--- src/hw/rtl/ssconv_pkg.sv ---
`timescale 1ns / 1ps
`default_nettype none
// ----------------------------------------------------------------------------
// ssconv_pkg: shared types and constants of the same-size 3x3 convolution
// Sizes of the line store, fixed-point formats, configuration register
// indexes, command codes and the word types of both channels.
// ----------------------------------------------------------------------------
package ssconv_pkg;

  // Frame and kernel geometry.
  localparam int MAX_WIDTH   = 1024;
  localparam int KERNEL_SIZE = 3;
  localparam int HALF_K      = KERNEL_SIZE / 2;
  localparam int NTAPS       = KERNEL_SIZE * KERNEL_SIZE;

  // Line store: one bank per row slot, rows live in slot (row mod ROW_SLOTS).
  localparam int ROW_SLOTS  = 4;
  localparam int SLOT_W     = $clog2(ROW_SLOTS);
  localparam int COL_W      = $clog2(MAX_WIDTH);
  localparam int BANK_DEPTH = 1 << COL_W;
  localparam int WID_W      = $clog2(MAX_WIDTH + 1);

  // Fixed-point formats.
  localparam int PIX_W  = 16;
  localparam int COEF_W = 16;
  localparam int PROD_W = 32;
  localparam int SUM_W  = 40;

  // Configuration port.
  localparam int CFG_W          = 64;
  localparam int CFG_IDX_W      = 3;
  localparam int IW_W           = 11;
  localparam int HGT_W          = 16;
  localparam int COEF_PER_GROUP = CFG_W / COEF_W;

  localparam logic [CFG_IDX_W-1:0] CFG_IMAGE_WIDTH  = 3'd0;
  localparam logic [CFG_IDX_W-1:0] CFG_IMAGE_HEIGHT = 3'd1;
  localparam logic [CFG_IDX_W-1:0] CFG_COEF_GROUP_A = 3'd2;
  localparam logic [CFG_IDX_W-1:0] CFG_COEF_GROUP_B = 3'd3;
  localparam logic [CFG_IDX_W-1:0] CFG_COEF_LAST    = 3'd4;

  localparam logic CMD_PUSH  = 1'b0;
  localparam logic CMD_FLUSH = 1'b1;

  // Output queue and the arithmetic pipeline behind the line store.
  localparam int OUT_DEPTH = 8;
  localparam int OUT_PTR_W = $clog2(OUT_DEPTH);
  localparam int OUT_CNT_W = $clog2(OUT_DEPTH + 1);
  localparam int MAC_LAT   = 3;
  localparam int FLY_W     = $clog2(MAC_LAT + 1);
  localparam int OCC_W     = $clog2(OUT_DEPTH + MAC_LAT + 1);

  typedef struct packed {
    logic                    command;
    logic signed [PIX_W-1:0] pixel;
  } in_t;

  typedef struct packed {
    logic signed [SUM_W-1:0] conv_value;
    logic                    frame_last;
  } out_t;

  // Window read issued to the line store, aligned with the read data.
  typedef struct packed {
    logic                               valid;
    logic                               last;
    logic                               first_col;
    logic [KERNEL_SIZE-1:0][SLOT_W-1:0] bank;
    logic [KERNEL_SIZE-1:0]             row_ok;
    logic [1:0]                         col_ok;
    logic [KERNEL_SIZE-1:0][1:0]        fwd;
    logic [PIX_W-1:0]                   fwd_pix;
  } issue_t;

endpackage
`default_nettype wire

--- src/hw/rtl/ssconv_fifo.sv ---
`timescale 1ns / 1ps
`default_nettype none
// ----------------------------------------------------------------------------
// ssconv_fifo: output word queue
// Small register queue that decouples the arithmetic pipeline from the
// receiver; its fill level feeds the input credit check.
// ----------------------------------------------------------------------------
module ssconv_fifo (
  input  logic                            clk_i,
  input  logic                            rst_ni,
  input  logic                            push_i,
  input  ssconv_pkg::out_t                push_data_i,
  input  logic                            pop_i,
  output logic                            valid_o,
  output ssconv_pkg::out_t                data_o,
  output logic [ssconv_pkg::OUT_CNT_W-1:0] count_o
);
  import ssconv_pkg::*;

  out_t                 mem_q [OUT_DEPTH];
  logic [OUT_PTR_W-1:0] wr_ptr_q, rd_ptr_q;
  logic [OUT_CNT_W-1:0] count_q, count_d;

  assign count_d = count_q + OUT_CNT_W'(push_i) - OUT_CNT_W'(pop_i);

  always_ff @(posedge clk_i) begin
    if (push_i) begin
      mem_q[wr_ptr_q] <= push_data_i;
    end
  end

  always_ff @(posedge clk_i or negedge rst_ni) begin
    if (!rst_ni) begin
      wr_ptr_q <= '0;
      rd_ptr_q <= '0;
      count_q  <= '0;
    end else begin
      if (push_i) begin
        wr_ptr_q <= wr_ptr_q + OUT_PTR_W'(1);
      end
      if (pop_i) begin
        rd_ptr_q <= rd_ptr_q + OUT_PTR_W'(1);
      end
      count_q <= count_d;
    end
  end

  assign valid_o = (count_q != '0);
  assign data_o  = mem_q[rd_ptr_q];
  assign count_o = count_q;

endmodule
`default_nettype wire

--- config.mk ---
export PLATFORM = sky130hd
export DESIGN_NAME = ssconv_fifo
export DESIGN_NICKNAME = d
export VERILOG_FILES = /design/src/hw/rtl/ssconv_pkg.sv /design/src/hw/rtl/ssconv_fifo.sv
export SDC_FILE = /design/constraint.sdc
export NUM_CORES = 1
export LEC_CHECK = 0
export BUFFER_PORTS_ARGS = -buffer_cell sky130_fd_sc_hd__buf_4
export CAP_MARGIN = 20
export CORE_MARGIN = 2
export CORE_UTILIZATION = 40
export CTS_CLUSTER_SIZE = 30
export DETAILED_ROUTE_END_ITERATION = 10
export PLACE_DENSITY_LB_ADDON = 0.12
export SETUP_SLACK_MARGIN = 0.1
export SYNTH_ARGS = -nofsm -noshare
export SYNTH_HDL_FRONTEND = slang
export SYNTH_SLANG_ARGS = --single-unit
--- constraint.sdc ---
create_clock -name clk_i -period 11.9 [get_ports clk_i]
set_clock_uncertainty 0.15 [all_clocks]
set_input_delay 2.38 -clock clk_i [delete_from_list [all_inputs] [get_ports clk_i]]
set_output_delay 2.38 -clock clk_i [all_outputs]
set_load 0.1 [all_outputs]
==> metrics.cfg, run 1 <==
[layout]
final_nets = 697
diodes = 0
multi_input_area_um2 = 2780
n_fill_cell = 2722
seqCellArea_um2 = 10100
fin_util = 0.476
area_delta_synth_final_pct = 18.0
drive_gt1_frac = 0.367
stdcell_count = 1112

[synth]
synth_ff_type = edfxtp_1
syn_inst = 526
synth_edf_count = 328
ys_seq_area_frac = 0.773
ys.warnings.count = 0
yosysMostFrequentCell = edfxtp_1
synth_top_area_share = 0.754
netlist-cell-type-count = 24
synthArstFlopShare = 0.0296
synth_top_cell_by_area = edfxtp_1
ys_ff_latch = 338
synth_area_leaders = edfxtp_1 75%, mux4_1 7.8%, mux4_2 7.4%
syn-cell-area_um2 = 13100
syn_area_per_cell_um2 = 24.8
synth.net_count = 579
yosys-top-cells-count = 328 x edfxtp_1, 43 x mux2_2, 43 x mux4_2, 39 x mux4_1, 10 x dfrtp_1

[sta]
final.setup.tns_ps = 0
tightestPinTransition_ps = 962
period_minus_slack_ps = 5980
period_share = 0.503
hold_violations = 0
setup_viol = 0
slew_viol_final = 0
whs_ps = 437
slew_headroom = 0.359
rsz0062_at_grt = no
fmax_mhz = 167

[grt]
grt_pass1_vias = 6261
antenna_found_initial = 0
grt_max_degree = 55
grt_util_all_layers = 0.154
grt_overflow = 0
grt_first_pass_wirelength_um = 38600

[route]
firstDrtPassIters = 4
vias_per_cell = 5.12
wl_per_cell_um = 23.0
ant_nets = 0
drt-total-wl_um = 25600
drt_iter0_drc = 389
drc_errors = 0
vias = 5691

[critical_path]
start_kind = register
end_kind = primary output
reg2reg_depth = 3
rr_startpoint = wr_ptr_q[1]$_DFFE_PN0P_
cp.required_ps = 9370
worstReg2RegEnd = mem_q[0][38]$_DFFE_PP_
r2r_setup_slack_ps = 9290
path_class = register to primary output
critical_path_arrival_ps = 3450
path_max_fanout = 49

[clocking]
cts_buffers = 38
post_cts_resized = 0
cts_buffer_depth = 3
root_buffer = clkbuf_16
postCtsSetupBuffers = 0
numClockSinks = 338
clk_latency_ps = 500
ctsHoldBuffers = 0
htreeDepth = 2
cts_tree = built
clk_pin_slew_worst_paths_ps = 60

[floorplanning]
die_h_um = 185
die_area_um2 = 34100
start_util = 0.404
die_w_um = 185
rows = 66
io_pins = 91
coreArea_um2 = 32400

[placed_design]
portBuffers = 90
dp_cells = 1046
place_hpwl_um = 13400
place_congestion = 0.651

[worst_hold_path]
min-delay-start = wr_ptr_q[1]$_DFFE_PN0P_
min_to = wr_ptr_q[1]$_DFFE_PN0P_
min-delay-path-class = register to register
holdPathStages = 1

[run]
maxCapViolCount = 0

[run_status]
status = completed

-- per-stage QoR --
| stage | area (µm²) | setup WS (ps) |
|---|---|---|
| floorplan | 13100 | 5980 |
| global placement | 14200 | 6360 |
| detailed placement | 14200 | 6350 |
| CTS | 15400 | 5790 |
| global route | 15400 | 5670 |
| finish | 15400 | 5920 |
-- per-layer routing --
| metal | wire [µm] | vias to the layer above | share of wire | GRT usage |
|---|---|---|---|---|
| li1 | - | 2491 | - | - |
| met1 | 10800 | 3041 | 0.42 | 0.200 |
| met2 | 13100 | 120 | 0.51 | 0.268 |
| met3 | 1230 | 39 | 0.048 | 0.0308 |
| met4 | 487 | 0 | 0.019 | 0.0410 |
| met5 | 0 | - | 0 | 0 |
-- flip-flops by register name, summed over array words and instances (netlist names) --
signal	cells
mem_q	328
count_o	4
rd_ptr_q	3
wr_ptr_q	3
-- cell usage in the layout, fill, tap and decap left out, types with 2 or more instances in the layout --
master and count:
mux4_1 39, dfrtp_4 2, clkbuf_1 11, clkinv_2 2, nand2b_1 3, clkinv_4 2, inv_1 8, ha_1 7
bufinv_16 3, edfxtp_1 328, mux2_2 43, dfrtp_1 7, clkinv_1 7, nor2_4 6, clkbuf_16 39, xor2_1 3
nand2_1 4, nor3_2 2, xnor2_1 3, buf_4 101, clkinv_8 2, mux4_2 43
-- worst max-delay path: stages, from the launching register on --
cell and delay, ps:
dfrtp_4 1060, buf_4 690, mux4_1 630, mux2_2 300, buf_4 240
-- cell type report --
type	instances	share of cell area
sequential	338	0.656
inverter	8	0.00195
clock inverter	16	0.0114
clock buffer	50	0.0660
multi-input combinational	157	0.180
timing repair buffer	101	0.0492
tap	442	0.0359
-- cells by family (layout without fill, tap and decap cells) --
kind of cell,after synthesis,in the layout,synth area share
flops,338,338,0.773
simple gates,16,16,0.00546
buf+inv,31,175,0.0185
xor+xnor,6,6,0.00402
mux,125,125,0.190
fa+ha+maj,8,8,0.00824
compound gates,2,2,0.000958
-- how the worst max path moves through the flow --
stage          slack [ps]                    end                     from
3_3_place_gp         6360             data_o[21]  rd_ptr_q[0]$_DFFE_PN0P_
4_1_cts              5790             data_o[26]  rd_ptr_q[0]$_DFFE_PN0P_
3_5_place_dp         6350             data_o[13]  rd_ptr_q[0]$_DFFE_PN0P_
2_1_floorplan        5980  mem_q[0][0]$_DFFE_PP_                   push_i
6_report             5920             data_o[21]  rd_ptr_q[0]$_DFFE_PN0P_
5_1_grt              5670             data_o[13]  rd_ptr_q[0]$_DFFE_PN0P_
Power of run 1 is not shown: default switching activity piles up to over one toggle a cycle in this logic, so the estimate is an artifact.
==> run 2: changes to the inputs <==
==> constraint.sdc (replaced) <==
create_clock -name clk_i -period 5.1 [get_ports clk_i]
set_clock_uncertainty 0.15 [all_clocks]
set_input_delay 1.02 -clock clk_i [delete_from_list [all_inputs] [get_ports clk_i]]
set_output_delay 1.02 -clock clk_i [all_outputs]
set_load 0.1 [all_outputs]
==> run 2 against run 1 <==
Sequential share of layout area grew 0.069 points. Cell count grew 0.54%. Critical path type unchanged. Non-clock buffer count grew 9. Via count grew 0.30%. Setup slack lost 4900 ps. Utilization shrank 0.050 points. Critical endpoint is now data_o[13]. Register-to-register slack lost 6500 ps. Critical path depth is the same. Clock-buffer cell count shrank 8.
==> metrics.cfg, run 2 (same netlist as run 1, synthesis figures left out) <==
[run_status]
status = completed

[placed_design]
portBuffers = 90  ; unchanged
place_hpwl_um = 14400  ; +7.3%
place_congestion = 0.694  ; +6.5%
dpl_cell_area_um2 = 14300  ; +0.56%

[critical_path]
cpMostUsedCell = buf_4
start_kind = register
path_max_fanout = 34  ; -31%
cp.required_ps = 3930  ; -5440 ps
slowest_delay_ps = 850  ; -210 ps
path_class = register to primary output
end_kind = primary output
critical_path_arrival_ps = 2940  ; -510 ps
cp_slowest_cell = dfrtp_4
worstPathCellList = buf_4 -> mux4_1 -> mux2_2 -> buf_4

[route]
drc_errors = 0  ; unchanged
drt-total-wl_um = 25500  ; -0.62%
ant_nets = 0  ; unchanged
vias_per_cell = 5.11  ; -0.24%
vias = 5708  ; +0.30%
wl_per_cell_um = 22.8  ; -1.2%
firstDrtPassIters = 4  ; unchanged
drt_iter0_drc = 430  ; +11%

[layout]
top_register = mem_q
layout_commonest_cell = edfxtp_1
area_delta_synth_final_pct = 17.9
multi_input_area_um2 = 2780  ; unchanged
fin_area_um2 = 15400  ; -0.11%
diodes = 0  ; unchanged
final_nets = 704  ; +1.0%
seqCellArea_um2 = 10100  ; unchanged
final_cell_mix = 328 x edfxtp_1, 109 x buf_4, 43 x mux4_2, 43 x mux2_2, 39 x mux4_1
drive_gt1_frac = 0.376  ; +0.00858
n_fill_cell = 2711  ; -0.40%
largest_reg_flops = 328  ; unchanged

[floorplanning]
io_pins = 91  ; unchanged
die_area_um2 = 34100  ; unchanged
die_h_um = 185  ; unchanged
rows = 66  ; unchanged
coreArea_um2 = 32400  ; unchanged
start_util = 0.404  ; unchanged
die_w_um = 185  ; unchanged

[clocking]
post_cts_resized = 0  ; unchanged
numClockSinks = 338  ; unchanged
cts_tree = built
clk_pin_slew_worst_paths_ps = 60  ; about the same
clk_latency_ps = 510  ; about the same
ctsHoldBuffers = 0  ; unchanged
htreeDepth = 2  ; unchanged
cts_buffer_depth = 3  ; unchanged
root_buffer = clkbuf_16
postCtsSetupBuffers = 0  ; unchanged
cts_buffers = 36  ; -5.3%

[sta]
rsz0062_at_grt = no
period_share = 0.805
setup_viol = 0  ; unchanged
fmax_mhz = 244
hold_violations = 0  ; unchanged
tightestPinTransition_ps = 1020  ; +58.1 ps
slew_viol_final = 0  ; unchanged
final.setup.tns_ps = 0  ; unchanged
period_minus_slack_ps = 4110
slew_headroom = 0.320  ; -0.0387

[grt]
grt_overflow = 0  ; unchanged
grt_pass1_vias = 6273  ; +0.19%
grt_first_pass_wirelength_um = 38000  ; -1.5%
grt_max_degree = 67  ; +22%
grt_util_all_layers = 0.153  ; -0.00173
antenna_found_initial = 0  ; unchanged

[worst_hold_path]
min-delay-path-class = input pin to async pin

[run]
maxCapViolCount = 0  ; unchanged

==> run 2: cell count changes in the layout (fill, tap and decap cells not counted) <==
cell / previous run / this run
buf_4: 101 / 109
bufinv_16: 3 / 2
clkinv_1: 7 / 11
clkbuf_16: 39 / 37
clkinv_2: 2 / 5
buf_12: 0 / 1
clkinv_8: 2 / 0
inv_6: 0 / 2
clkinv_4: 2 / 1
clkbuf_1: 11 / 5
==> run 2: worst paths after layout <==
kind,from,endpoint,slack (ps),depth (start not counted)
min in group clk_i,wr_ptr_q[1]$_DFFE_PN0P_,wr_ptr_q[1]$_DFFE_PN0P_,400,1
min reg2reg,wr_ptr_q[1]$_DFFE_PN0P_,wr_ptr_q[1]$_DFFE_PN0P_,400,1
max,rd_ptr_q[0]$_DFFE_PN0P_,data_o[13],990,4
max in group asynchronous,rst_ni,rd_ptr_q[2]$_DFFE_PN0P_,4460,1
min,rst_ni,count_o[0]$_DFF_PN0_,180,1
max reg2reg,wr_ptr_q[0]$_DFFE_PN0P_,mem_q[7][18]$_DFFE_PP_,2800,3
==> run 2: routing by layer <==
| metal | global-route usage | up-vias | part of all wire |
|---|---|---|---|
| met4 | 0.0390 | 0 | 0.015 |
| met3 | 0.0283 | 32 | 0.042 |
| met2 | 0.264 | 129 | 0.51 |
| li1 | - | 2510 | - |
| met5 | 0 | - | 0 |
| met1 | 0.200 | 3037 | 0.44 |
==> run 2: cell type report <==
cell class	instances	share of cell area
clock buffers	42	0.0613
clock inverters	21	0.00991
inverters	8	0.00195
multi-input cells	157	0.180
flip-flops and latches	338	0.656
well taps	442	0.0359
repair buffers	110	0.0544
==> run 2: critical path: cells and delay by family (launching register included) <==
| family | cells | cell delay, ps |
|---|---|---|
| buffers and inverters | 2 | 670 |
| DFF | 1 | 850 |
| muxes | 2 | 880 |
==> run 2: through the flow <==
step / setup WS, ps / std cells / utilization / hold slack [ps]
2_1_floorplan: 537 / 526 / - / 367
3_3_place_gp: 1510 / 1055 / 0.442 / 386
3_5_place_dp: 1490 / 1055 / 0.442 / 398
4_1_cts: 928 / 1118 / 0.476 / 168
5_1_grt: 856 / 1118 / 0.476 / 170
6_report: 994 / 1118 / 0.476 / 181
Power of run 2 is left out for the same reason.
==> run 3: changes to the inputs <==
==> constraint.sdc (replaced) <==
create_clock -name clk_i -period 3.3 [get_ports clk_i]
set_clock_uncertainty 0.15 [all_clocks]
set_input_delay 0.66 -clock clk_i [delete_from_list [all_inputs] [get_ports clk_i]]
set_output_delay 0.66 -clock clk_i [all_outputs]
set_load 0.1 [all_outputs]
==> run 3 against run 2 <==
Via count increased by 2.1%. Final area increased by 3.4%. Clock-buffer cell count decreased by 2. Routed wire length increased by 2.0%. First-iteration DRC count decreased by 15%. Sequential cell count unchanged. Highest routed layer unchanged.
==> metrics.cfg, run 3 (same netlist as run 1, synthesis figures left out) <==
[sta]
whs_ps = 211  ; +29.9 ps
setup_slack_ps = 109  ; -885 ps
period_share = 0.967
tightestPinTransition_ps = 624  ; -396 ps
setup_viol = 0  ; unchanged
fmax_mhz = 313
slew_viol_final = 0  ; unchanged
slew_headroom = 0.584  ; +0.264
period_minus_slack_ps = 3190
rsz0062_at_grt = yes
hold_violations = 0  ; unchanged
final.setup.tns_ps = 0  ; unchanged

[critical_path]
path_max_fanout = 8  ; -76%
start_kind = register
cpMostUsedCell = buf_6
path_class = register to primary output
end_kind = primary output
cp_slowest_cell = mux4_1
slowest_delay_ps = 540  ; -310 ps
worstPathCellList = buf_6 -> clkbuf_16 -> mux4_1 -> mux2_2 -> buf_6
crit_family = multiplexers
critical_path_arrival_ps = 2380  ; -560 ps
path_buf_inv = 3  ; +1
cp.required_ps = 2490  ; -1440 ps

[placed_design]
portBuffers = 90  ; unchanged
place_congestion = 0.672  ; -3.1%
place_hpwl_um = 13600  ; -5.8%
place_ws_ps = 419  ; -1070 ps

[floorplanning]
coreArea_um2 = 32400  ; unchanged
io_pins = 91  ; unchanged
die_w_um = 185  ; unchanged
die_h_um = 185  ; unchanged
start_util = 0.404  ; unchanged
rows = 66  ; unchanged
die_area_um2 = 34100  ; unchanged

[clocking]
root_buffer = clkbuf_16
numClockSinks = 338  ; unchanged
cts_tree = built
clk_pin_slew_worst_paths_ps = 60  ; about the same
cts_buffer_depth = 3  ; unchanged
clk_latency_ps = 500  ; about the same
cts_buffers = 35  ; -2.8%
htreeDepth = 2  ; unchanged

[layout]
final_nets = 712  ; +1.1%
top_register = mem_q
largest_reg_flops = 328  ; unchanged
diodes = 0  ; unchanged
final_cell_mix = 328 x edfxtp_1, 79 x buf_4, 52 x mux4_2
layout_commonest_cell = edfxtp_1
n_fill_cell = 2629  ; -3.0%
area_delta_synth_final_pct = 21.9
drive_gt1_frac = 0.399  ; +0.0237

[grt]
grt_max_degree = 42  ; -37%
grt_pass1_vias = 6248  ; -0.40%
grt_overflow = 0  ; unchanged
grt_first_pass_wirelength_um = 38200  ; +0.38%
grt_util_all_layers = 0.153  ; +0.000634
antenna_found_initial = 0  ; unchanged

[route]
vias_per_cell = 5.17  ; +1.2%
drt-total-wl_um = 26000  ; +2.0%
drc_errors = 0  ; unchanged
drt_iter0_drc = 366  ; -15%
ant_nets = 0  ; unchanged
firstDrtPassIters = 5  ; +1
vias = 5829  ; +2.1%
wl_per_cell_um = 23.0  ; +1.1%

[run_status]
status = completed

[worst_hold_path]
min-delay-path-class = input pin to register

[run]
maxCapViolCount = 0  ; unchanged

[run 3: cell count changes in the layout (fill, tap and decap cells not counted), sizes merged]
| cell | before | now |
|---|---|---|
| dlygate4sd3 | 0 | 1 |
| clkinvlp | 0 | 2 |
| buf | 110 | 116 |
| bufinv | 2 | 3 |
| clkinv | 17 | 18 |
| inv | 10 | 9 |
[run 3: metal layers]
metal  wire length (µm)  part of all wire  vias to the layer above  global-route usage
met5                  0                 0                        -                   0
met4                364             0.014                        0              0.0343
met3               1240             0.048                       25              0.0326
met2              12600              0.48                      134               0.247
met1              11800              0.45                     3144               0.216
li1                   -                 -                     2526                   -
[run 3: metrics by stage]
stage,util,area [µm²],cells
after detailed placement,0.447,14500,1054
after CTS,0.487,15800,1126
final,0.492,15900,1128
after global routing,0.492,15900,1128
after global placement,0.447,14500,1054
after floorplan,-,13100,526
[run 3: path summary, 6_finish.rpt]
path | endpoint | from | cells after the start | slack, ps
max in group asynchronous | rd_ptr_q[2]$_DFFE_PN0P_ | rst_ni | 2 | 2480
max reg2reg | mem_q[7][23]$_DFFE_PP_ | wr_ptr_q[0]$_DFFE_PN0P_ | 3 | 1300
min in group asynchronous | count_o[0]$_DFF_PN0_ | rst_ni | 2 | 360
max | data_o[17] | rd_ptr_q[0]$_DFFE_PN0P_ | 5 | 110
min reg2reg | wr_ptr_q[1]$_DFFE_PN0P_ | wr_ptr_q[1]$_DFFE_PN0P_ | 1 | 430
min | rd_ptr_q[0]$_DFFE_PN0P_ | pop_i | 2 | 210
[run 3: layout make-up]
class                      instances  area (µm²)  share of cell area
sequential                       338       10100               0.635
inverter                           8        30.0             0.00189
tap                              442         553              0.0347
timing repair buffer             119        1320              0.0827
clock inverter                    24         203              0.0127
clock buffer                      40         916              0.0575
multi-input combinational        157        2800               0.176
[run 3: timing repair]
item	CTS	global route
endpoints found under the setup margin	35	32
gates cloned	1	2
endpoints found under the hold margin	10	0
resized for setup	20	43
hold buffers	1	0
setup buffers	6	0
Power of run 3 is left out for the same reason.
