### src/hw/rtl/ssconv_pkg.sv
`timescale 1ns / 1ps
`default_nettype none
// ----------------------------------------------------------------------------
// ssconv_pkg: shared types and constants of the same-size 3x3 convolution
// Sizes of the line store, fixed-point formats, configuration register
// indexes, command codes and the word types of both channels.
// ----------------------------------------------------------------------------
package ssconv_pkg;

  // Frame and kernel geometry.
  localparam int MAX_WIDTH   = 1024;
  localparam int KERNEL_SIZE = 3;
  localparam int HALF_K      = KERNEL_SIZE / 2;
  localparam int NTAPS       = KERNEL_SIZE * KERNEL_SIZE;

  // Line store: one bank per row slot, rows live in slot (row mod ROW_SLOTS).
  localparam int ROW_SLOTS  = 4;
  localparam int SLOT_W     = $clog2(ROW_SLOTS);
  localparam int COL_W      = $clog2(MAX_WIDTH);
  localparam int BANK_DEPTH = 1 << COL_W;
  localparam int WID_W      = $clog2(MAX_WIDTH + 1);

  // Fixed-point formats.
  localparam int PIX_W  = 16;
  localparam int COEF_W = 16;
  localparam int PROD_W = 32;
  localparam int SUM_W  = 40;

  // Configuration port.
  localparam int CFG_W          = 64;
  localparam int CFG_IDX_W      = 3;
  localparam int IW_W           = 11;
  localparam int HGT_W          = 16;
  localparam int COEF_PER_GROUP = CFG_W / COEF_W;

  localparam logic [CFG_IDX_W-1:0] CFG_IMAGE_WIDTH  = 3'd0;
  localparam logic [CFG_IDX_W-1:0] CFG_IMAGE_HEIGHT = 3'd1;
  localparam logic [CFG_IDX_W-1:0] CFG_COEF_GROUP_A = 3'd2;
  localparam logic [CFG_IDX_W-1:0] CFG_COEF_GROUP_B = 3'd3;
  localparam logic [CFG_IDX_W-1:0] CFG_COEF_LAST    = 3'd4;

  localparam logic CMD_PUSH  = 1'b0;
  localparam logic CMD_FLUSH = 1'b1;

  // Output queue and the arithmetic pipeline behind the line store.
  localparam int OUT_DEPTH = 8;
  localparam int OUT_PTR_W = $clog2(OUT_DEPTH);
  localparam int OUT_CNT_W = $clog2(OUT_DEPTH + 1);
  localparam int MAC_LAT   = 3;
  localparam int FLY_W     = $clog2(MAC_LAT + 1);
  localparam int OCC_W     = $clog2(OUT_DEPTH + MAC_LAT + 1);

  typedef struct packed {
    logic                    command;
    logic signed [PIX_W-1:0] pixel;
  } in_t;

  typedef struct packed {
    logic signed [SUM_W-1:0] conv_value;
    logic                    frame_last;
  } out_t;

  // Window read issued to the line store, aligned with the read data.
  typedef struct packed {
    logic                               valid;
    logic                               last;
    logic                               first_col;
    logic [KERNEL_SIZE-1:0][SLOT_W-1:0] bank;
    logic [KERNEL_SIZE-1:0]             row_ok;
    logic [1:0]                         col_ok;
    logic [KERNEL_SIZE-1:0][1:0]        fwd;
    logic [PIX_W-1:0]                   fwd_pix;
  } issue_t;

endpackage
`default_nettype wire

### src/hw/rtl/ssconv_ctrl.sv
`timescale 1ns / 1ps
`default_nettype none
// ----------------------------------------------------------------------------
// ssconv_ctrl: raster position tracking and line store access
// Keeps the input and output positions, writes pushed pixels into the line
// store, decides when the next output is ready and issues its window reads.
// ----------------------------------------------------------------------------
module ssconv_ctrl (
  input  logic                                clk_i,
  input  logic                                rst_ni,
  input  logic                                take_i,
  input  ssconv_pkg::in_t                     in_data_i,
  input  logic [ssconv_pkg::IW_W-1:0]         image_width_i,
  input  logic [ssconv_pkg::HGT_W-1:0]        image_height_i,
  output logic [ssconv_pkg::ROW_SLOTS-1:0]    wr_en_o,
  output logic [ssconv_pkg::COL_W-1:0]        wr_addr_o,
  output logic [ssconv_pkg::PIX_W-1:0]        wr_data_o,
  output logic                                rd_en_o,
  output logic [ssconv_pkg::COL_W-1:0]        rd_addr_a_o,
  output logic [ssconv_pkg::COL_W-1:0]        rd_addr_b_o,
  output ssconv_pkg::issue_t                  issue_o
);
  import ssconv_pkg::*;

  logic [WID_W-1:0] wid;
  logic [HGT_W-1:0] hgt;
  logic [COL_W-1:0] in_col_q, in_col_d, out_col_q, out_col_d;
  logic [HGT_W-1:0] in_row_q, in_row_d, out_row_q, out_row_d;
  logic [COL_W-1:0] in_col_n, col_b;
  logic [HGT_W-1:0] in_row_n;
  logic             do_write, rdy, issue, last, out_wrap;
  issue_t           issue_d, issue_q;

  // A width of zero acts as one, a width beyond the store as its maximum.
  always_comb begin
    if (image_width_i == '0) begin
      wid = WID_W'(1);
    end else if (32'(image_width_i) > MAX_WIDTH) begin
      wid = WID_W'(MAX_WIDTH);
    end else begin
      wid = WID_W'(image_width_i);
    end
    hgt = (image_height_i == '0) ? HGT_W'(1) : image_height_i;
  end

  assign do_write = take_i && (in_data_i.command == CMD_PUSH) && (in_row_q < hgt);
  assign col_b    = out_col_q + COL_W'(1);

  // Input position after this word's pixel has gone in.
  always_comb begin
    in_col_n = in_col_q;
    in_row_n = in_row_q;
    if (do_write) begin
      if (32'(in_col_q) + 1 >= 32'(wid)) begin
        in_col_n = '0;
        in_row_n = in_row_q + HGT_W'(1);
      end else begin
        in_col_n = in_col_q + COL_W'(1);
      end
    end
  end

  // The next output is ready once its lower right neighbor is in, once
  // the row below is complete, or once the whole frame is in.
  assign rdy = (in_row_n >= hgt)
            || (32'(in_row_n) > 32'(out_row_q) + HALF_K)
            || ((32'(in_row_n) == 32'(out_row_q) + HALF_K)
                && (32'(in_col_n) > 32'(out_col_q) + HALF_K));
  assign issue    = take_i && rdy;
  assign out_wrap = 32'(out_col_q) + 1 >= 32'(wid);
  assign last     = out_wrap && (32'(out_row_q) + 1 >= 32'(hgt));

  always_comb begin
    in_col_d  = in_col_n;
    in_row_d  = in_row_n;
    out_col_d = out_col_q;
    out_row_d = out_row_q;
    if (issue) begin
      if (out_wrap) begin
        out_col_d = '0;
        if (last) begin
          out_row_d = '0;
          in_row_d  = '0;
          in_col_d  = '0;
        end else begin
          out_row_d = out_row_q + HGT_W'(1);
        end
      end else begin
        out_col_d = out_col_q + COL_W'(1);
      end
    end
  end

  // Window rows r-1, r and r+1 sit in three distinct banks; both columns c
  // and c+1 are read from every bank. A read of the entry written in the
  // same cycle takes the incoming pixel instead.
  always_comb begin
    issue_d           = '0;
    issue_d.valid     = issue;
    issue_d.last      = last;
    issue_d.first_col = (out_col_q == '0);
    issue_d.col_ok[0] = 32'(out_col_q) < 32'(wid);
    issue_d.col_ok[1] = 32'(out_col_q) + 1 < 32'(wid);
    issue_d.fwd_pix   = in_data_i.pixel;
    for (int k = 0; k < KERNEL_SIZE; k++) begin
      issue_d.bank[k]   = SLOT_W'(32'(out_row_q[SLOT_W-1:0]) + k + ROW_SLOTS - HALF_K);
      issue_d.row_ok[k] = (32'(out_row_q) + k >= HALF_K)
                       && (32'(out_row_q) + k - HALF_K < 32'(hgt));
      issue_d.fwd[k][0] = do_write && (in_row_q[SLOT_W-1:0] == issue_d.bank[k])
                       && (in_col_q == out_col_q);
      issue_d.fwd[k][1] = do_write && (in_row_q[SLOT_W-1:0] == issue_d.bank[k])
                       && (in_col_q == col_b);
    end
  end

  always_comb begin
    for (int b = 0; b < ROW_SLOTS; b++) begin
      wr_en_o[b] = do_write && (in_row_q[SLOT_W-1:0] == SLOT_W'(b));
    end
  end

  assign wr_addr_o   = in_col_q;
  assign wr_data_o   = in_data_i.pixel;
  assign rd_en_o     = issue;
  assign rd_addr_a_o = out_col_q;
  assign rd_addr_b_o = col_b;
  assign issue_o     = issue_q;

  always_ff @(posedge clk_i or negedge rst_ni) begin
    if (!rst_ni) begin
      in_col_q  <= '0;
      in_row_q  <= '0;
      out_col_q <= '0;
      out_row_q <= '0;
      issue_q   <= '0;
    end else begin
      in_col_q  <= in_col_d;
      in_row_q  <= in_row_d;
      out_col_q <= out_col_d;
      out_row_q <= out_row_d;
      issue_q   <= issue_d;
    end
  end

endmodule
`default_nettype wire

### config.mk
export PLATFORM = sky130hd
export DESIGN_NAME = ssconv_ctrl
export DESIGN_NICKNAME = d
export VERILOG_FILES = /design/src/hw/rtl/ssconv_pkg.sv /design/src/hw/rtl/ssconv_ctrl.sv
export SDC_FILE = /design/constraint.sdc
export NUM_CORES = 1
export LEC_CHECK = 0
export BUFFER_PORTS_ARGS = -buffer_cell sky130_fd_sc_hd__buf_2
export CORE_ASPECT_RATIO = 0.6
export CORE_MARGIN = 1.5
export CORE_UTILIZATION = 50
export DETAILED_ROUTE_END_ITERATION = 7
export PLACE_DENSITY = 0.71
export SLEW_MARGIN = 0
export SYNTH_ARGS = -nofsm -noshare
export SYNTH_HDL_FRONTEND = slang
export SYNTH_SLANG_ARGS = --single-unit
### constraint.sdc
create_clock -name clk_i -period 9.4 [get_ports clk_i]
set_input_delay 0 -clock clk_i [delete_from_list [all_inputs] [get_ports clk_i]]
set_output_delay 0 -clock clk_i [all_outputs]
set_load 0.02 [all_outputs]
==> results of run 1 <==
==> synth_stat cells (24+ instances only) <==
master    instances
nand3_1          47
ha_1            167
o21ai_0          45
xor2_1           62
dfrtp_1          87
nand2_1          86
nor3_1           26
a21oi_1          41
inv_1            63
nand4_1          24
nor2_1           68
xnor2_1          54
clkbuf_1         34
==> worst min path at each step <==
| stage | start | end | slack, ps | cells past startpoint |
|---|---|---|---|---|
| 3_5_place_dp | rst_ni | issue_o[26]$_DFF_PN0_ | -70 | 1 |
| 5_1_grt | rst_ni | issue_o[26]$_DFF_PN0_ | 90 | 2 |
| 6_report | rst_ni | issue_o[26]$_DFF_PN0_ | 70 | 2 |
| 3_3_place_gp | rst_ni | issue_o[24]$_DFF_PN0_ | -70 | 1 |
| 4_1_cts | image_width_i[10] | issue_o[22]$_DFF_PN0_ | 60 | 3 |
| 2_1_floorplan | rst_ni | in_row_q[0]$_DFF_PN0_ | -300 | 0 |
==> area by class of cell <==
type                       count  area (µm²)  area share
tap                          240       300.3     0.02862
timing repair buffer         156       883.3     0.08420
clock inverter                 7       81.33    0.007752
multi-input combinational    876        6580      0.6272
clock buffer                   9       225.2     0.02147
inverter                      65       244.0     0.02326
sequential                    87        2177      0.2075
==> what timing repair did <==
item | CTS | global route
hold buffers | 17 | 0
setup buffers | 0 | 0
endpoints found under the hold margin | 38 | 0
==> power breakdown <==
part,internal (mW),total [mW],leakage (nW),switching [mW]
sequential,0.428,0.530,1.12,0.102
combinational,0.475,1.20,4.14,0.723
clock,0.211,0.387,0.153,0.175
==> routing by layer <==
layer	routed length, µm	track usage	vias to the layer above
met1	14720	0.4827	4132
met4	344	0.06242	2
met5	13	0	-
li1	-	-	4125
met2	10620	0.3947	464
met3	4116	0.1209	26
==> flip-flops by register name, indices dropped and copies added, names as in the netlist <==
name         flops
issue_o         35
in_row_q        16
out_row_q       16
rd_addr_a_o     10
wr_addr_o       10
==> kinds of logic (layout without fill, tap and decap cells) <==
group,after synthesis,count (layout),synth area share
xor+xnor,116,116,0.1079
mux,3,3,0.003323
flops,87,87,0.2313
fa+ha+maj,167,167,0.2220
simple gates,371,371,0.2036
buf+inv,142,237,0.07045
compound gates,219,219,0.1614
==> stage by stage <==
step | worst slack [ps] | instances | area, µm²
after detailed placement | 2865 | 1407 | 10010
after floorplan | 4193 | 1105 | 9413
final | 2687 | 1440 | 10490
after global routing | 2159 | 1440 | 10490
after CTS | 2839 | 1440 | 10490
after global placement | 3164 | 1407 | 10010
==> flow_metrics.env, run 1 <==
export IMPL_final_util=0.5746
export IMPL_clock_latency_ps=370
export IMPL_drt_total_wl_um=29820
export IMPL_cts_clk_slew_worst_paths_ps=70
export IMPL_ys_flop_type="dfrtp_1"
export IMPL_crit_chain="ha_1, nand3_1, nor2_1, nand3_1, xor2_1, inv_1, ha_1, a2111oi_0, o21ai_0, a21oi_1, o31ai_1, nand2_1, nor4_1, xor2_1, ha_1, nand4_1, or4_4, a2111oi_2, and3_1, o21a_2, o21ai_4, buf_4, nor3_2, a21oi_1"
export IMPL_slew_limit_headroom=0.2793
export IMPL_synth_top_area_frac=0.2313
export IMPL_cts_root_buf="clkbuf_16"
export IMPL_slowest_stage="or4_4"
export IMPL_synth_area_leaders="dfrtp_1, ha_1, xor2_1"
export IMPL_clock_sinks=87
export IMPL_cp_endpoint="wr_addr_o[5]$_DFF_PN0_"
export IMPL_p_leak_nw=5.415
export IMPL_period_share=0.7141
export IMPL_remaining_drc_errors=4
export IMPL_required_ps=9620
export IMPL_finalSetupTns_ps=0
export IMPL_run_status="finished with violations"
export IMPL_h_tree_depth=3
export IMPL_end_kind="flop"
export IMPL_setup_viol=0
export IMPL_arrival_ps=6930
export IMPL_rows=38
export IMPL_p_per_area_nw_per_um2=201.6
export IMPL_grt_pass1_vias=8077
export IMPL_slew_viol_final=0
export IMPL_reg2reg_from="wr_addr_o[1]$_DFF_PN0_"
export IMPL_num_antenna_cells=0
export IMPL_p_total_mw=2.115
export IMPL_die_area_um2=19680
export IMPL_place_congestion=0.9658
export IMPL_ys_warn_count=0
export IMPL_synth_edf_count=0
export IMPL_r2r_slack_ps=2690
export IMPL_post_route_min_period_ps=6713
export IMPL_layout_common_cells="ha_1, buf_2, dfrtp_1"
export IMPL_rsz0062_at_grt="no"
export IMPL_numPortBuffers=133
export IMPL_initialDrtViolationCount=978
export IMPL_wire_per_inst_um=20.71
export IMPL_fin_skew_ps=8.576
export IMPL_synthesis_nets=1319
export IMPL_track_usage=0.3127
export IMPL_violations="DRC"
export IMPL_async_flop_share=1.000
export IMPL_area_delta_synth_final_pct=11.46
export IMPL_start_kind="flop"
export IMPL_worst_slew_pin_slew_ps=1054
export IMPL_synth_area_um2=9413
export IMPL_dpl_hpwl_um=23340
export IMPL_crit_fanout=48
export IMPL_antenna_found_initial=1
export IMPL_reg2regPathDepth=24
export IMPL_yosysTopAreaCell="dfrtp_1"
export IMPL_grt_pass1_wl_um=46600
export IMPL_path_buf_inv=2
export IMPL_crit_start="wr_addr_o[1]$_DFF_PN0_"
export IMPL_cts_made_buffers=9
export IMPL_drive_gt1_frac=0.1483
export IMPL_cap_violations=0
export IMPL_vias=8749
export IMPL_fill_cells=1655
export IMPL_cpPeakStageDelay_ps=620
export IMPL_ctsResizeCount=0
export IMPL_cts_tree="done"
export IMPL_ys_seq_elements=87
export IMPL_io_pins=134
export IMPL_peakVddDrop_mv=0.1327
export IMPL_syn_avg_cell_area_um2=8.518
export IMPL_nets=1409
export IMPL_criticalPathCategory="reg2reg"
export IMPL_start_util=0.5156
export IMPL_dr_pass1_iters=7
export IMPL_timing_fmax_ghz=0.1490
export IMPL_vias_per_cell=6.076
export IMPL_grt_max_degree=66
export IMPL_reg2reg_to="wr_addr_o[5]$_DFF_PN0_"
export IMPL_synthCells=1105
export IMPL_final_hold_viol_count=0
export IMPL_cpMostUsedCell="ha_1"
export IMPL_path_depth=24
export IMPL_die_h_um=109.3
export IMPL_holdWs_ps=68.89
export IMPL_ant_nets=0
export IMPL_grt_overflow=0
export IMPL_ys_seq_area_frac=0.2313
export IMPL_critPathTopFamily="simple AND/OR/NAND/NOR gates"
export IMPL_core_area_um2=18260
export IMPL_die_w_um=180.1
export IMPL_yosysUniqueCellTypes=73
export IMPL_clockBufferDepth=2
export IMPL_hp_class="in2async"
export IMPL_final_common_cell="ha_1"
Note: power is estimated with default switching activity, not from simulation.
==> inputs of run 2 (changes only) <==
--- a/config.mk
+++ b/config.mk
@@ -10,7 +10,7 @@
 export CORE_MARGIN = 1.5
 export CORE_UTILIZATION = 50
 export DETAILED_ROUTE_END_ITERATION = 7
-export PLACE_DENSITY = 0.71
+export PLACE_DENSITY = 0.74
 export SLEW_MARGIN = 0
 export SYNTH_ARGS = -nofsm -noshare
 export SYNTH_HDL_FRONTEND = slang
==> constraint.sdc (replaced) <==
create_clock -name clk_i -period 5.5 [get_ports clk_i]
set_input_delay 0 -clock clk_i [delete_from_list [all_inputs] [get_ports clk_i]]
set_output_delay 0 -clock clk_i [all_outputs]
set_load 0.02 [all_outputs]
==> run 2 against run 1 <==
Net effect: the run still ends with DRC left; utilization up 3.2 points; wire length up 2.9%; flip-flop and latch count unchanged; die area unchanged; sequential power up 61%; critical path depth unchanged; via count up 4.5%; total power up 77%; clock power up 60%; register-to-register slack worse by 2500 ps; first-iteration DRC count up 4.2%; highest routed layer is now met4.
==> flow_metrics.env, run 2 (synthesized netlist as in run 1, its figures left out) <==
export IMPL_run_status="finished with violations"
export IMPL_violations="DRC"
export IMPL_numPortBuffers=133
export IMPL_dp_cells=1456
export IMPL_start_util=0.5156
export IMPL_drive_gt1_frac=0.2060
export IMPL_p_leak_nw=5.754
export IMPL_p_per_area_nw_per_um2=337.9
export IMPL_h_tree_depth=3
export IMPL_cpPeakStageDelay_ps=590
export IMPL_arrival_ps=5360
export IMPL_grt_max_degree=68
export IMPL_nets=1471
export IMPL_pre_cts_slack_ps=-143.5
export IMPL_final_common_cell="ha_1"
export IMPL_place_congestion=0.9774
export IMPL_cap_violations=0
export IMPL_vias=9146
export IMPL_drt_total_wl_um=30670
export IMPL_timing_fmax_ghz=0.1864
export IMPL_grt_overflow=0
export IMPL_cts_tree="done"
export IMPL_rows=38
export IMPL_vias_per_cell=6.089
export IMPL_io_pins=134
export IMPL_die_w_um=180.1
export IMPL_grt_pass1_vias=8498
export IMPL_r2r_slack_ps=180
export IMPL_wire_per_inst_um=20.42
export IMPL_p_total_mw=3.745
export IMPL_initialDrtViolationCount=1019
export IMPL_num_antenna_cells=0
export IMPL_cts_root_buf="clkbuf_16"
export IMPL_start_kind="flop"
export IMPL_criticalPathCategory="reg2out"
export IMPL_dr_pass1_iters=7
export IMPL_remaining_drc_errors=4
export IMPL_crit_start="wr_addr_o[1]$_DFF_PN0_"
export IMPL_peakVddDrop_mv=0.1941
export IMPL_post_route_min_period_ps=5364
export IMPL_setup_viol=0
export IMPL_cp_endpoint="rd_en_o"
export IMPL_clock_sinks=87
export IMPL_required_ps=5500
export IMPL_cts_made_buffers=9
export IMPL_reg2reg_to="rd_addr_a_o[1]$_DFFE_PN0P_"
export IMPL_antenna_found_initial=0
export IMPL_largest_reg_flops=35
export IMPL_crit_chain="ha_1, nand3_2, nor2_4, nand3_1, xor2_1, inv_1, ha_1, a2111oi_1, o21ai_1, a21oi_2, o31ai_4, nand2_4, nor2_2, mux2_2, ha_1, nand4_1, or4_4, a2111oi_2, and3_1, o21a_2, nor2_2, buf_4, inv_1, buf_2"
export IMPL_end_kind="output pin"
export IMPL_clock_latency_ps=360
export IMPL_place_area_um2=10400
export IMPL_die_h_um=109.3
export IMPL_slowest_stage="or4_4"
export IMPL_reg2regPathDepth=24
export IMPL_final_hold_viol_count=0
export IMPL_layout_common_cells="ha_1, buf_2, dfrtp_1"
export IMPL_path_buf_inv=4
export IMPL_worst_slew_pin_slew_ps=905.6
export IMPL_fin_ws_ps=135.8
export IMPL_cts_clk_slew_worst_paths_ps=80
export IMPL_dpl_hpwl_um=23510
export IMPL_area_delta_synth_final_pct=17.75
export IMPL_die_area_um2=19680
export IMPL_crit_fanout=5
export IMPL_critPathTopFamily="simple AND/OR/NAND/NOR gates"
export IMPL_slew_limit_headroom=0.3907
export IMPL_final_cells=1502
export IMPL_clockBufferDepth=2
export IMPL_cpMostUsedCell="ha_1"
export IMPL_grt_pass1_wl_um=47630
export IMPL_track_usage=0.3134
export IMPL_hp_class="in2async"
export IMPL_slew_viol_final=0
export IMPL_holdWs_ps=59.16
export IMPL_fin_skew_ps=13.17
export IMPL_reg2reg_from="wr_addr_o[1]$_DFF_PN0_"
export IMPL_stdcell_area_um2=11080
export IMPL_path_depth=24
export IMPL_core_area_um2=18260
export IMPL_period_share=0.9753
export IMPL_ant_nets=0
==> run 2: changes by cell type in the layout (fill, tap and decap cells not counted), moves of 2 or more <==
cell	previous run	this run
buf_4	7	66
inv_6	4	2
nand2_4	0	2
nor2_1	68	64
nor2_2	0	3
nor4_1	21	15
nor4_2	0	6
o21ai_0	45	43
o21ai_1	7	9
o31ai_1	22	20
==> run 2: cell type report <==
cell class              instances  area [µm²]
clock buffers                   9       225.2
clock inverters                 7       66.31
fillers                      1601        7174
inverters                      65       244.0
multi-input cells             877        6713
flip-flops and latches         87        2177
well taps                     240       300.3
repair buffers                217        1358
==> run 2: worst min-delay path by stage <==
stage	endpoint	cells after the start
global placement	issue_o[12]$_DFF_PN0_	1
detailed placement	issue_o[12]$_DFF_PN0_	1
CTS	issue_o[12]$_DFF_PN0_	2
finish	issue_o[12]$_DFF_PN0_	2
global route	issue_o[12]$_DFF_PN0_	2
floorplan	in_row_q[0]$_DFF_PN0_	0
==> run 2: repair_timing <==
| action | 4_1_cts | 5_1_grt |
|---|---|---|
| setup buffers | 0 | 11 |
| pin swaps | 0 | 11 |
| endpoints found under the hold margin | 36 | 0 |
| hold buffers | 17 | 0 |
| gates cloned | 0 | 2 |
| setup endpoints to repair | 12 | 54 |
| gates resized for setup | 2 | 28 |
==> run 2: metal layers <==
| metal | wire [µm] | vias to the layer above | GRT usage |
|---|---|---|---|
| met5 | 0 | - | 0 |
| met1 | 14810 | 4305 | 0.4820 |
| met4 | 204 | 0 | 0.03721 |
| met3 | 4219 | 25 | 0.1102 |
| met2 | 11440 | 564 | 0.4186 |
| li1 | - | 4252 | - |
==> run 2: report_power, final <==
group,internal (mW),switching (mW)
Combinational,0.914,1.36
Clock,0.317,0.301
Sequential,0.732,0.120
==> run 2: stage by stage <==
stage | util | setup TNS [ps]
after floorplan | - | 0
after global placement | 0.5694 | 0
after detailed placement | 0.5694 | -833.5
after CTS | 0.5951 | 0
after global routing | 0.6070 | -384.6
final | 0.6070 | 0
==> inputs of run 3 (changes only) <==
--- a/config.mk
+++ b/config.mk
@@ -8,9 +8,9 @@
 export BUFFER_PORTS_ARGS = -buffer_cell sky130_fd_sc_hd__buf_2
 export CORE_ASPECT_RATIO = 0.6
 export CORE_MARGIN = 1.5
-export CORE_UTILIZATION = 50
+export CORE_UTILIZATION = 54
 export DETAILED_ROUTE_END_ITERATION = 7
-export PLACE_DENSITY = 0.74
+export PLACE_DENSITY = 0.79
 export SLEW_MARGIN = 0
 export SYNTH_ARGS = -nofsm -noshare
 export SYNTH_HDL_FRONTEND = slang
==> run 3 against run 2 <==
Net effect: global-route usage is 0.81 points higher; die area fell by 7.2%; non-clock buffer count is 22 lower; the flow now finishes without violations; clock skew rose by 2.1 ps; worst setup slack better by 140 ps; cell area decreased by 2.0%; wire length shrank 6.3%; register-to-register slack better by 110 ps.
==> flow_metrics.env, run 3 (synthesized netlist as in run 1, its figures left out) <==
export IMPL_start_kind="flop"
export IMPL_slowest_stage="or4_4"
export IMPL_remaining_drc_errors=0
export IMPL_final_util=0.6357
export IMPL_ant_nets=0
export IMPL_holdWs_ps=67.97
export IMPL_grt_pass1_vias=8411
export IMPL_wire_per_inst_um=19.52
export IMPL_post_route_min_period_ps=5220
export IMPL_stdcell_area_um2=10860
export IMPL_peakVddDrop_mv=0.2346
export IMPL_p_per_area_nw_per_um2=341.7
export IMPL_setup_viol=0
export IMPL_final_hold_viol_count=0
export IMPL_crit_fanout=15
export IMPL_drt_total_wl_um=28760
export IMPL_numPortBuffers=133
export IMPL_grt_max_degree=55
export IMPL_h_tree_depth=3
export IMPL_place_area_um2=10260
export IMPL_initialDrtViolationCount=1042
export IMPL_die_area_um2=18260
export IMPL_vias=8944
export IMPL_worst_slew_pin_slew_ps=855.4
export IMPL_arrival_ps=5220
export IMPL_clockBufferDepth=2
export IMPL_finalSetupTns_ps=0
export IMPL_vias_per_cell=6.072
export IMPL_hp_class="in2reg"
export IMPL_slew_limit_headroom=0.4150
export IMPL_critPathTopFamily="simple AND/OR/NAND/NOR gates"
export IMPL_clock_latency_ps=360
export IMPL_drive_gt1_frac=0.1889
export IMPL_nets=1448
export IMPL_grt_overflow=0
export IMPL_end_kind="output pin"
export IMPL_timing_fmax_ghz=0.1916
export IMPL_start_util=0.5510
export IMPL_cts_clk_slew_worst_paths_ps=70
export IMPL_cap_violations=0
export IMPL_place_congestion=1.013
export IMPL_die_h_um=105.3
export IMPL_cts_root_buf="clkbuf_16"
export IMPL_antenna_found_initial=0
export IMPL_path_buf_inv=5
export IMPL_largest_reg_flops=35
export IMPL_clock_sinks=87
export IMPL_layout_common_cells="ha_1, buf_2, nand2_1"
export IMPL_crit_chain="nand3_1, nor2_2, nand3_1, xor2_2, inv_1, ha_1, nand3_1, o31ai_1, nand2_1, buf_8, nor4_1, xor2_1, ha_1, nand4_1, or4_4, a2111oi_2, and3_1, o21a_2, nor2_1, buf_4, inv_2, buf_4"
export IMPL_die_w_um=173.4
export IMPL_period_share=0.9491
export IMPL_criticalPathCategory="reg2out"
export IMPL_area_delta_synth_final_pct=15.37
export IMPL_fin_skew_ps=15.29
export IMPL_final_common_cell="ha_1"
export IMPL_required_ps=5500
export IMPL_fill_cells=1429
export IMPL_slew_viol_final=0
export IMPL_dpl_hpwl_um=22250
export IMPL_dr_pass1_iters=5
export IMPL_grt_pass1_wl_um=46400
export IMPL_cts_tree="done"
export IMPL_run_status="completed"
export IMPL_cpMostUsedCell="nand3_1"
export IMPL_final_cells=1473
export IMPL_core_area_um2=17080
export IMPL_cpPeakStageDelay_ps=520
export IMPL_p_leak_nw=5.604
export IMPL_rows=37
export IMPL_io_pins=134
export IMPL_track_usage=0.3215
export IMPL_cts_made_buffers=9
export IMPL_dp_cells=1435
export IMPL_num_antenna_cells=0
-- run 3: changes by cell type in the layout (fill, tap and decap cells not counted), sizes merged --
| cell | previous run | this run |
|---|---|---|
| buf | 199 | 178 |
| clkinv | 3 | 1 |
| bufinv | 0 | 1 |
| clkbuf | 9 | 10 |
| clkdlybuf4s15 | 1 | 0 |
| nand2 | 87 | 86 |
-- run 3: final cells by class --
| type | count | area (µm²) | area share |
|---|---|---|---|
| tap | 234 | 292.8 | 0.02696 |
| timing repair buffer | 195 | 1186 | 0.1092 |
| sequential | 87 | 2183 | 0.2011 |
| clock inverter | 6 | 75.07 | 0.006913 |
| clock buffer | 10 | 239.0 | 0.02201 |
| inverter | 65 | 244.0 | 0.02247 |
| multi-input combinational | 876 | 6639 | 0.6114 |
-- run 3: power breakdown --
group	internal, mW	total (mW)	leakage [nW]	switching [mW]
registers	0.735	0.865	1.12	0.130
clock network	0.372	0.665	0.152	0.292
logic	0.889	2.18	4.34	1.29
-- run 3: worst reg2reg max path, cell delays in order (launching register included) --
cell and delay (ps):
dfrtp_2 460, nand3_1 110, nor2_2 160, nand3_1 130, xor2_2 160, inv_1 60, ha_1 300, nand3_1 100
o31ai_1 320, nand2_1 130, buf_8 170, nor4_1 330, xor2_1 140, ha_1 350, nand4_1 280, or4_4 520
a2111oi_2 290, and3_1 190, o21a_2 160, nor2_1 80, buf_4 190, o21ai_0 300, o31ai_2 130
-- run 3: worst paths after layout --
| check | startpoint | end | slack (ps) | cells after the start |
|---|---|---|---|---|
| setup / recovery | wr_addr_o[4]$_DFF_PN0_ | rd_en_o | 280 | 22 |
| min in group asynchronous | rst_ni | issue_o[24]$_DFF_PN0_ | 130 | 2 |
| hold reg to reg | in_row_q[10]$_DFF_PN0_ | in_row_q[10]$_DFF_PN0_ | 670 | 2 |
| hold / removal | image_width_i[10] | issue_o[22]$_DFF_PN0_ | 70 | 3 |
| max in group asynchronous | rst_ni | issue_o[10]$_DFF_PN0_ | 4250 | 3 |
| setup reg to reg | wr_addr_o[4]$_DFF_PN0_ | rd_addr_a_o[4]$_DFFE_PN0P_ | 290 | 22 |
-- run 3: timing repair --
| item | 4_1_cts | 5_1_grt |
|---|---|---|
| buffers inserted | 0 | 5 |
| endpoints found under the hold margin | 49 | 0 |
| resized for setup | 2 | 22 |
| hold buffers | 17 | 0 |
| endpoints found under the setup margin | 2 | 54 |
| pin swaps | 1 | 5 |
-- run 3: metal layers --
metal / GRT usage / vias to the layer above / part of all wire
met2: 0.4269 / 554 / 0.38
met3: 0.08478 / 26 / 0.13
met5: 0.03333 / - / 0.0027
li1: - / 4201 / -
met1: 0.5109 / 4161 / 0.48
met4: 0.04720 / 2 / 0.0097
-- run 3: stage by stage --
step	setup slack, ps	total power, mW
3_3_place_gp	254.5	2.880
2_1_floorplan	293.2	2.311
6_report	279.9	3.710
4_1_cts	27.32	3.629
5_1_grt	-37.25	3.983
3_5_place_dp	49.03	2.937
